## config.mk

```make
export PLATFORM = sky130hd
export DESIGN_NAME = min_max_gray_stretch_top_flat
export DESIGN_NICKNAME = d
export VERILOG_FILES = /design/src/hw/rtl/mmgs_pkg.sv /design/src/hw/rtl/mmgs_in_if.sv /design/src/hw/rtl/mmgs_out_if.sv /design/src/hw/rtl/mmgs_div.sv /design/src/hw/rtl/min_max_gray_stretch_top.sv /design/src/flat_wrapper.sv
export VERILOG_INCLUDE_DIRS = /design/src /design/src/hw/rtl
export SDC_FILE = /design/constraint.sdc
export NUM_CORES = 1
export LEC_CHECK = 0
export BUFFER_PORTS_ARGS = -buffer_cell sky130_fd_sc_hd__buf_4
export CAP_MARGIN = 30
export CORE_UTILIZATION = 45
export CTS_CLUSTER_SIZE = 12
export DETAILED_ROUTE_END_ITERATION = 6
export PLACE_DENSITY = 0.65
export SLEW_MARGIN = 40
export SYNTH_ARGS = -nofsm -noshare
export SYNTH_HDL_FRONTEND = slang
export SYNTH_SLANG_ARGS = --single-unit
```

## constraint.sdc

```tcl
create_clock -name clk -period 6 [get_ports clk]
set_input_delay 1.2 -clock clk [delete_from_list [all_inputs] [get_ports clk]]
set_output_delay 1.2 -clock clk [all_outputs]
set_load 0.1 [all_outputs]
```

## src/hw/rtl/min_max_gray_stretch_top_assert.svh

```systemverilog
// Assertion helpers for the min/max stretch block, clocked on clk, quiet in reset.
`ifndef MIN_MAX_GRAY_STRETCH_TOP_ASSERT_SVH
`define MIN_MAX_GRAY_STRETCH_TOP_ASSERT_SVH

// same-cycle implication
`define MMGS_ASSERT_IMP(label, ante, cons, msg) \
	label: assert property (@(posedge clk) disable iff (!arst_n) (ante) |-> (cons)) \
		else $error(msg);

// next-cycle implication
`define MMGS_ASSERT_NXT(label, ante, cons, msg) \
	label: assert property (@(posedge clk) disable iff (!arst_n) (ante) |=> (cons)) \
		else $error(msg);

`endif

```

## src/hw/rtl/mmgs_pkg.sv

```systemverilog
`default_nettype none
package mmgs_pkg;

	localparam int PIX_BITS   = 16;
	localparam int GRAY_BITS  = 8;
	localparam int IN_BITS_DEF = 16;
	localparam logic [GRAY_BITS-1:0] GRAY_MAX  = '1;
	localparam logic [GRAY_BITS-1:0] GRAY_ZERO = '0;

	typedef struct packed {
		logic busy;
		logic done;
	} div_stat_t;

endpackage
`default_nettype wire

```

## src/hw/rtl/mmgs_in_if.sv

```systemverilog
`default_nettype none
interface mmgs_in_if;
	import mmgs_pkg::*;

	logic                valid;
	logic                ready;
	logic                func;
	logic                frame_start;
	logic [PIX_BITS-1:0] pixel_value;

	modport source(output valid, output func, output frame_start, output pixel_value,
		input ready);
	modport sink(input valid, input func, input frame_start, input pixel_value,
		output ready);
endinterface
`default_nettype wire

```

## src/hw/rtl/mmgs_out_if.sv

```systemverilog
`default_nettype none
interface mmgs_out_if;
	import mmgs_pkg::*;

	logic                 valid;
	logic                 ready;
	logic [GRAY_BITS-1:0] gray_value;

	modport source(output valid, output gray_value, input ready);
	modport sink(input valid, input gray_value, output ready);
endinterface
`default_nettype wire

```

## src/hw/rtl/mmgs_div.sv

```systemverilog
`default_nettype none
module mmgs_div #(
	parameter int W = mmgs_pkg::IN_BITS_DEF
) (
	input  logic                                  clk,
	input  logic                                  arst_n,
	input  logic                                  start,
	input  logic [W+mmgs_pkg::GRAY_BITS-1:0]      num,
	input  logic [W-1:0]                          span,
	output logic [mmgs_pkg::GRAY_BITS-1:0]        quot,
	output mmgs_pkg::div_stat_t                   stat
);
	import mmgs_pkg::*;

	localparam int NW    = W + GRAY_BITS;
	localparam int BIT_W = $clog2(GRAY_BITS);

	logic [NW-1:0]        rem_q;
	logic [W-1:0]         span_q;
	logic [GRAY_BITS-1:0] quot_q;
	logic [BIT_W-1:0]     bit_q;
	logic                 busy_q;
	logic                 done_q;
	logic [NW-1:0]        trial;
	logic                 fits;

	// divisor lined up under the current quotient bit
	assign trial = {{GRAY_BITS{1'b0}}, span_q} << bit_q;
	assign fits  = rem_q >= trial;

	always_ff @(posedge clk or negedge arst_n) begin
		if (!arst_n) begin
			busy_q <= 1'b0;
			done_q <= 1'b0;
			bit_q  <= '0;
		end else if (start) begin
			busy_q <= 1'b1;
			done_q <= 1'b0;
			bit_q  <= BIT_W'(GRAY_BITS - 1);
		end else if (busy_q) begin
			if (bit_q == '0) begin
				busy_q <= 1'b0;
				done_q <= 1'b1;
			end else begin
				bit_q <= bit_q - 1'b1;
			end
		end
	end

	always_ff @(posedge clk) begin
		if (start) begin
			rem_q  <= num;
			span_q <= span;
			quot_q <= '0;
		end else if (busy_q && fits) begin
			rem_q         <= rem_q - trial;
			quot_q[bit_q] <= 1'b1;
		end
	end

	assign quot      = quot_q;
	assign stat.busy = busy_q;
	assign stat.done = done_q;
endmodule
`default_nettype wire

```

## src/hw/rtl/min_max_gray_stretch_top.sv

```systemverilog
// Min/max contrast stretch of a grey frame to 8 bits. Stream the frame once with func 0 to
// measure it (frame_start on the first pixel restarts the minimum and maximum), then again
// with func 1 to get one gray_value per pixel, floor((p-min)*255/(max-min)), saturating to 0
// at or below the minimum and to 255 at or above the maximum; a flat or unmeasured range
// gives 0. Measure items give no result. Map items whose pixel lies outside the open range
// go straight to the output register. Others pass through accept, a setup state that forms
// (p-min)*255 and max-min, eight steps of the restoring divider (one quotient bit each),
// and the load of the output register; input ready stays low meanwhile.
// Any item also waits while a result sits unaccepted in the output register.
`default_nettype none
`include "min_max_gray_stretch_top_assert.svh"
module min_max_gray_stretch_top #(
	parameter int IN_BITS = mmgs_pkg::IN_BITS_DEF
) (
	input  logic              clk,
	input  logic              arst_n,
	mmgs_in_if.sink           pix_in,
	mmgs_out_if.source        gray_out
);
	import mmgs_pkg::*;

	localparam logic [1:0] S_IDLE = 2'd0;
	localparam logic [1:0] S_PREP = 2'd1;
	localparam logic [1:0] S_DIV  = 2'd2;

	logic [1:0]                   state_q;
	logic [IN_BITS-1:0]           low_q;
	logic [IN_BITS-1:0]           high_q;
	logic [IN_BITS-1:0]           pix_q;
	logic [IN_BITS-1:0]           pix;
	logic                         out_valid_q;
	logic [GRAY_BITS-1:0]         gray_q;
	logic                         out_free;
	logic                         in_acc;
	logic                         meas_acc;
	logic                         map_acc;
	logic                         flat;
	logic                         below;
	logic                         above;
	logic                         direct;
	logic [IN_BITS-1:0]           diff;
	logic [IN_BITS-1:0]           span;
	logic [IN_BITS+GRAY_BITS-1:0] num;
	logic                         div_start;
	logic                         div_load;
	logic [GRAY_BITS-1:0]         quot;
	div_stat_t                    div_stat;

	assign out_free     = !out_valid_q || gray_out.ready;
	assign pix_in.ready = (state_q == S_IDLE) && out_free;
	assign in_acc       = pix_in.valid && pix_in.ready;
	assign meas_acc     = in_acc && !pix_in.func;
	assign map_acc      = in_acc && pix_in.func;
	assign pix          = pix_in.pixel_value[IN_BITS-1:0];

	assign flat   = high_q <= low_q;
	assign below  = pix <= low_q;
	assign above  = pix >= high_q;
	assign direct = flat || below || above;

	// (p - min) * (2^GRAY_BITS - 1) as a shift and subtract
	assign diff      = pix_q - low_q;
	assign span      = high_q - low_q;
	assign num       = {diff, {GRAY_BITS{1'b0}}} - {{GRAY_BITS{1'b0}}, diff};
	assign div_start = state_q == S_PREP;
	assign div_load  = (state_q == S_DIV) && div_stat.done && out_free;

	mmgs_div #(.W(IN_BITS)) u_div (
		.clk    (clk),
		.arst_n (arst_n),
		.start  (div_start),
		.num    (num),
		.span   (span),
		.quot   (quot),
		.stat   (div_stat)
	);

	always_ff @(posedge clk or negedge arst_n) begin
		if (!arst_n) begin
			state_q <= S_IDLE;
		end else begin
			case (state_q)
				S_IDLE: begin
					if (map_acc && !direct)
						state_q <= S_PREP;
				end
				S_PREP: begin
					state_q <= S_DIV;
				end
				S_DIV: begin
					if (div_load)
						state_q <= S_IDLE;
				end
				default: begin
					state_q <= S_IDLE;
				end
			endcase
		end
	end

	always_ff @(posedge clk or negedge arst_n) begin
		if (!arst_n) begin
			low_q  <= '1;
			high_q <= '0;
		end else if (meas_acc) begin
			if (pix_in.frame_start) begin
				low_q  <= pix;
				high_q <= pix;
			end else begin
				if (pix > high_q)
					high_q <= pix;
				if (pix < low_q)
					low_q <= pix;
			end
		end
	end

	always_ff @(posedge clk) begin
		if (map_acc)
			pix_q <= pix;
	end

	always_ff @(posedge clk or negedge arst_n) begin
		if (!arst_n) begin
			out_valid_q <= 1'b0;
		end else if ((map_acc && direct) || div_load) begin
			out_valid_q <= 1'b1;
		end else if (gray_out.ready) begin
			out_valid_q <= 1'b0;
		end
	end

	always_ff @(posedge clk) begin
		if (map_acc && direct)
			gray_q <= (flat || below) ? GRAY_ZERO : GRAY_MAX;
		else if (div_load)
			gray_q <= quot;
	end

	assign gray_out.valid      = out_valid_q;
	assign gray_out.gray_value = gray_q;

	`MMGS_ASSERT_IMP(a_div_owned, div_stat.busy, state_q == S_DIV, "divider busy outside S_DIV")
	`MMGS_ASSERT_NXT(a_range_ordered, meas_acc, low_q <= high_q, "minimum above maximum")
	`MMGS_ASSERT_NXT(a_div_out, div_load, out_valid_q && gray_q == $past(quot), "quotient lost")
	`MMGS_ASSERT_IMP(a_no_take_busy, state_q != S_IDLE, !in_acc, "item taken during division")
endmodule
`default_nettype wire

```

## src/flat_wrapper.sv

```systemverilog
// flat-port wrapper written by rule: the top's interface ports become plain ports
module min_max_gray_stretch_top_flat import mmgs_pkg::*;
#(
	parameter int IN_BITS = mmgs_pkg::IN_BITS_DEF
)
  (clk, arst_n, pix_in_valid, pix_in_func, pix_in_frame_start, pix_in_pixel_value, pix_in_ready, gray_out_valid, gray_out_gray_value, gray_out_ready);
  mmgs_in_if pix_in_i ();
  mmgs_out_if gray_out_i ();
  input  logic clk;
  input  logic arst_n;
  input wire logic [$bits(pix_in_i.valid)-1:0] pix_in_valid;
  input wire logic [$bits(pix_in_i.func)-1:0] pix_in_func;
  input wire logic [$bits(pix_in_i.frame_start)-1:0] pix_in_frame_start;
  input wire logic [$bits(pix_in_i.pixel_value)-1:0] pix_in_pixel_value;
  output wire logic [$bits(pix_in_i.ready)-1:0] pix_in_ready;
  output wire logic [$bits(gray_out_i.valid)-1:0] gray_out_valid;
  output wire logic [$bits(gray_out_i.gray_value)-1:0] gray_out_gray_value;
  input wire logic [$bits(gray_out_i.ready)-1:0] gray_out_ready;
  assign pix_in_i.valid = pix_in_valid;
  assign pix_in_i.func = pix_in_func;
  assign pix_in_i.frame_start = pix_in_frame_start;
  assign pix_in_i.pixel_value = pix_in_pixel_value;
  assign pix_in_ready = pix_in_i.ready;
  assign gray_out_valid = gray_out_i.valid;
  assign gray_out_gray_value = gray_out_i.gray_value;
  assign gray_out_i.ready = gray_out_ready;
  min_max_gray_stretch_top #(.IN_BITS(IN_BITS)) u_core (.clk(clk), .arst_n(arst_n), .pix_in(pix_in_i), .gray_out(gray_out_i));
endmodule
```

After elaboration in Yosys (flattened, before gate mapping):

Index checks and enable logic that the tools add are counted.

* register bits after elaboration: 112
* output and inout port bits: 10
* logic and storage cells: 88

* $add $sub $neg: 5
* $lt $le $gt $ge: 8
* equal/unequal tests: 5
* shift operators: 1
* muxes and demuxes: 25
* bitwise operators: 1
* reduce and logical (&&, ||, !) cells: 31

Operator list (count)
* 16-bit 2-to-1 mux: 4
* 24-bit 2-to-1 mux: 2
* 16-bit less-or-equal comparator: 2
* 16-bit subtractor: 2
* 24-bit greater-or-equal comparator: 1
* 8-bit 2-to-1 mux: 3
* 16-bit by 3-bit << shifter with 24-bit output: 1
* 24-bit by 16-bit subtractor with 24-bit output: 1
* 24-bit subtractor: 1
* 16-bit greater-or-equal comparator: 1
* 16-bit > comparator: 1
* 16-bit less-than comparator: 1
* 2-bit nonzero test: 7
* 1-bit logical AND: 10
* 2-bit AND reduction: 5
* 1-bit 2-to-1 mux: 9
* 3-bit 2-to-1 mux: 3
* 8-bit OR: 1
* 2-bit one-hot mux with 3 select lines: 1
* 1-bit logical OR: 4
* 3-bit by 4-bit less-than comparator with 1-bit output, second input constant: 1
* 2-bit 2-to-1 mux: 2
* 2-bit by 1-bit inequality test with 1-bit output, second input constant: 2
* 1-bit demux with 3-bit select: 1
* 8 further kinds: 10

Logic depth before layout (Yosys ltp):

* depth after elaboration: 8
* mapped depth: 19
* mapped depth without buffers: 18

Hierarchy:

From an unflattened synthesis, not the netlist that was laid out.

* cell total of the unflattened synthesis: 965
* area, all modules: 9245.1 um^2

By module, submodules not included
* min_max_gray_stretch_top: instances 1, cells each 551, area each 5226.3 um^2, seq. area each 1616.6 um^2
* mmgs_div: instances 1, cells each 414, area each 4018.9 um^2, seq. area each 1486.4 um^2

Worst setup path after synthesis:

OpenSTA, ideal clock, no wires.

* path kind: input port to flip-flop
* start point: input port gray_out_ready
* end point: register u_core.gray_q[0] (netlist: u_core.gray_out.gray_value[0]) (data pin)
* setup time: 0.147 ns
* arrival: 4.599 ns
* setup slack: 1.255 ns
* stages on the path: 7
* cells stage by stage: nor2b_1 > nor3_1 > nand3_1 > inv_1 > nand2b_1 > clkbuf_1 > a21oi_1

* cells in the longest elaborated chain, start to end: 6

RTL lines
* start: declaration: line flat_wrapper.sv:18 `input wire logic [$bits(gray_out_i.ready)-1:0] gray_out_ready;`
* 1-bit logical OR: line min_max_gray_stretch_top.sv:49 `assign out_free = !out_valid_q || gray_out.ready;`
* 1-bit logical AND: line min_max_gray_stretch_top.sv:50 `assign pix_in.ready = (state_q == S_IDLE) && out_free;`
* via pix_in_ready: line flat_wrapper.sv:15 `output wire logic [$bits(pix_in_i.ready)-1:0] pix_in_ready;`
* 1-bit logical AND: line min_max_gray_stretch_top.sv:51 `assign in_acc = pix_in.valid && pix_in.ready;`
* 1-bit logical AND: line min_max_gray_stretch_top.sv:53 `assign map_acc = in_acc && pix_in.func;`
* via u_core.map_acc: line min_max_gray_stretch_top.sv:36 `logic map_acc;`
* 1-bit logical AND: line min_max_gray_stretch_top.sv:134 `if (map_acc && direct)`
* 8-bit 2-to-1 mux: line min_max_gray_stretch_top.sv:134
* end signal: assignment: line min_max_gray_stretch_top.sv:135 `gray_q <= (flat || below) ? GRAY_ZERO : GRAY_MAX;`
* end signal: assignment: line min_max_gray_stretch_top.sv:137 `gray_q <= quot;`
* end: declaration: line min_max_gray_stretch_top.sv:32 `logic [GRAY_BITS-1:0] gray_q;`

The timed path passes the listed nets, and every way through them passes these cells.
A chain may end at the register's enable or synchronous reset.

Worst setup path in the final report:

* start point: register u_core.low_q[0]
* end point: register u_core.u_div.rem_q[22] (data pin)

* cells in the longest elaborated chain, start to end: 3

RTL lines
* start: declaration: line min_max_gray_stretch_top.sv:27 `logic [IN_BITS-1:0] low_q;`
* start signal: assignment: line min_max_gray_stretch_top.sv:107 `low_q <= pix;`
* start signal: assignment: line min_max_gray_stretch_top.sv:113 `low_q <= pix;`
* 16-bit subtractor: line min_max_gray_stretch_top.sv:62 `assign diff = pix_q - low_q;`
* 24-bit by 16-bit subtractor with 24-bit output: line min_max_gray_stretch_top.sv:64 `assign num = {diff, {GRAY_BITS{1'b0}}} - {{GRAY_BITS{1'b0}}, diff};`
* 24-bit 2-to-1 mux: line mmgs_div.sv:51 `if (start) begin`
* end signal: assignment: line mmgs_div.sv:52 `rem_q <= num;`
* end signal: assignment: line mmgs_div.sv:56 `rem_q <= rem_q - trial;`
* end: declaration: line mmgs_div.sv:18 `logic [NW-1:0] rem_q;`

No other way between the ends.

==> impl_metrics.yaml <==
outcome:
  status: "finished clean"
grt:
  grt_max_degree: 41
  grt-ovfl-total: 0
  antenna_found_initial: 0
  grt_pass1_wl_um: 32910
  grt_pass1_vias: 6463
  grt.total_usage_pct: 20.91
cts:
  numCtsBuffers: 9
  clock_sinks: 112
  postCtsSetupBuffers: 0
  cts_tree: "done"
  clock_path_buffers: 2
  post_cts_resized: 0
  root_buffer: "clkbuf_16"
  clock_latency_ns: 0.36
  cts_hold_buf: 0
  clk_pin_slew_ns: 0.07
  cts.htree.levels: 3
critical_path:
  reg2regPathDepth: 16
  cp-start-kind: "register"
  worstPathMaxFanout: 6
  cp.required_ns: 6.11
  critPathKind: "reg2reg"
  arrival_ns: 5.07
  crit_path_end_kind: "register"
finish:
  synthToLayoutAreaGrowth_pct: 9.233
  layout_common_cells: "ha_1 (95), a21oi_1 (83), inv_1 (79)"
  final_common_cell: "ha_1"
  layout.nets: 1052
  antennaDiodeCount: 0
  fillers: 1768
  drive_gt1_share_pct: 13.98
min_path:
  holdPathStages: 2
  hold_class: "reg2reg"
sta:
  rsz0062_at_grt: "false"
  finalHoldViolCount: 0
  clock.fmax_ghz: 0.2016
  skew_ns: 0.01017
  setup_tns_ns: 0
  worst_pin_slew_ns: 0.7771
  setup_viol: 0
  slew_viol_final: 0
  period_minus_slack_ns: 4.960
  slew-limit-headroom_pct: 48.07
  period_share_pct: 82.66
die:
  die_w_um: 142.3
  initial_utilization_pct: 46.60
  fp.coreArea_um2: 19020
  rows: 50
  die_area_um2: 20260
  ios: 32
  die_h_um: 142.3
logic_synthesis:
  synth_nets: 1027
  synth_ff_type: "edfxtp_1"
  synthTopCellsByArea: "edfxtp_1 (22%), ha_1 (13%), dfrtp_1 (6.8%)"
  syn-instance-count: 907
  avgSynthCellArea_um2: 9.771
  synth-edff-count: 64
  synth_top_area_cell: "edfxtp_1"
  synth_seq_cells: 112
  async_reset_ff_share_pct: 35.71
  synth_area_um2: 8862
  yosysWarnings: 0
  ys_seq_area_share_pct: 35.01
  ys_types: 83
  synth_top_area_share_pct: 21.69
drt:
  viasPerCell: 5.652
  first_pass_iters: 5
  via_count: 6766
  ant_nets: 0
  drt_iter0_drc: 410
  wirelength_um: 20010
  wl_per_cell_um: 16.71
  drc: 0
run:
  maxCapViolCount: 0
placed_design:
  gp_congestion: 0.8936
  port_buffers: 31
  dpl.hpwl_um: 15710
logic make-up (layout without fill, tap and decap cells):
family	Yosys count	after routing	share of synthesized area, %
flops	112	112	35.01
simple gates	229	229	13.00
compound gates	234	234	18.20
xor+xnor	65	65	6.509
fa+ha+maj	100	100	14.33
buf+inv	103	133	4.391
mux	64	64	8.556
routing by layer:
layer	track usage, %	wire length, um	vias up
met5	0	0	-
li1	-	-	3382
met2	33.46	9043	119
met3	3.062	603	27
met1	29.04	9929	3238
met4	6.621	431	0
sequential cells by signal, indices dropped and copies added (netlist names):
register / count
u_core.pix_q: 16
u_core.u_div.done_q: 1
u_core.state_q: 2
u_core.u_div.rem_q: 24
u_core.u_div.span_q: 16
u_core.u_div.bit_q: 3
u_core.gray_out.valid: 1
u_core.gray_out.gray_value: 8
u_core.u_div.quot: 8
u_core.low_q: 16
u_core.u_div.busy_q: 1
u_core.high_q: 16
final timing paths:
check	from	end	slack, ns
setup reg to reg	u_core.low_q[0]$_DFFE_PN1P_	u_core.u_div.rem_q[22]$_DFFE_PP_	1.04
hold / removal	u_core.u_div.quot[7]$_SDFFE_PP0P_	u_core.u_div.quot[7]$_SDFFE_PP0P_	0.47
setup / recovery	u_core.low_q[0]$_DFFE_PN1P_	u_core.u_div.rem_q[22]$_DFFE_PP_	1.04
min in group asynchronous	arst_n	u_core.high_q[3]$_DFFE_PN0P_	0.81
hold reg to reg	u_core.u_div.quot[7]$_SDFFE_PP0P_	u_core.u_div.quot[7]$_SDFFE_PP0P_	0.47
max in group asynchronous	arst_n	u_core.u_div.bit_q[1]$_DFFE_PN0P_	4.81
Yosys cell counts, types with 11 or more instances:
cell type and count:
ha_1 95, a21oi_1 83, inv_1 79, edfxtp_1 64
nand2_1 57, nor2_1 48, xnor2_1 43, o21ai_0 36
mux2_2 34, a21o_1 24, dfrtp_1 24, mux2i_1 24
nor3_1 24, xor2_1 21, nand3_1 19, nor2b_1 19
clkbuf_1 17, dfstp_2 16, o21a_1 13, nand4_1 11
metrics by stage:
stage,cells,hold WS [ns],utilization [%],setup slack [ns],cell area (um2)
after floorplan,907,0.4318,-,1.255,8862
after global placement,1181,0.4486,49.30,1.139,9376
after detailed placement,1181,0.4550,49.32,1.102,9379
after CTS,1197,0.4653,50.90,1.091,9681
after global routing,1197,0.4832,50.90,0.7749,9681
final,1197,0.4686,50.90,1.041,9681
worst max-delay path, cell delays in order, from the launching register on:
cell,delay [ns]
dfstp_2,0.58
ha_1,0.15
inv_1,0.04
fa_1,0.45
a21o_1,0.27
a2111oi_4,0.46
o21bai_1,0.12
xnor2_1,0.54
inv_1,0.13
ha_1,0.36
inv_1,0.05
o41a_1,0.42
maj3_2,0.36
a311oi_2,0.34
nor3_1,0.12
xnor2_1,0.14
a21o_1,0.18
layout make-up:
cell class	count	area, um2	area share [%]
inverter	80	300.3	3.102
clock inverter	6	72.57	0.7496
clock buffer	10	229.0	2.365
tap	260	325.3	3.360
multi-input combinational	692	5370	55.47
timing repair buffer	37	277.8	2.869
sequential	112	3105	32.08
Power is left out: the tool's default activity adds up to more than one toggle a clock period on the data nets, which glitch-free logic cannot reach.
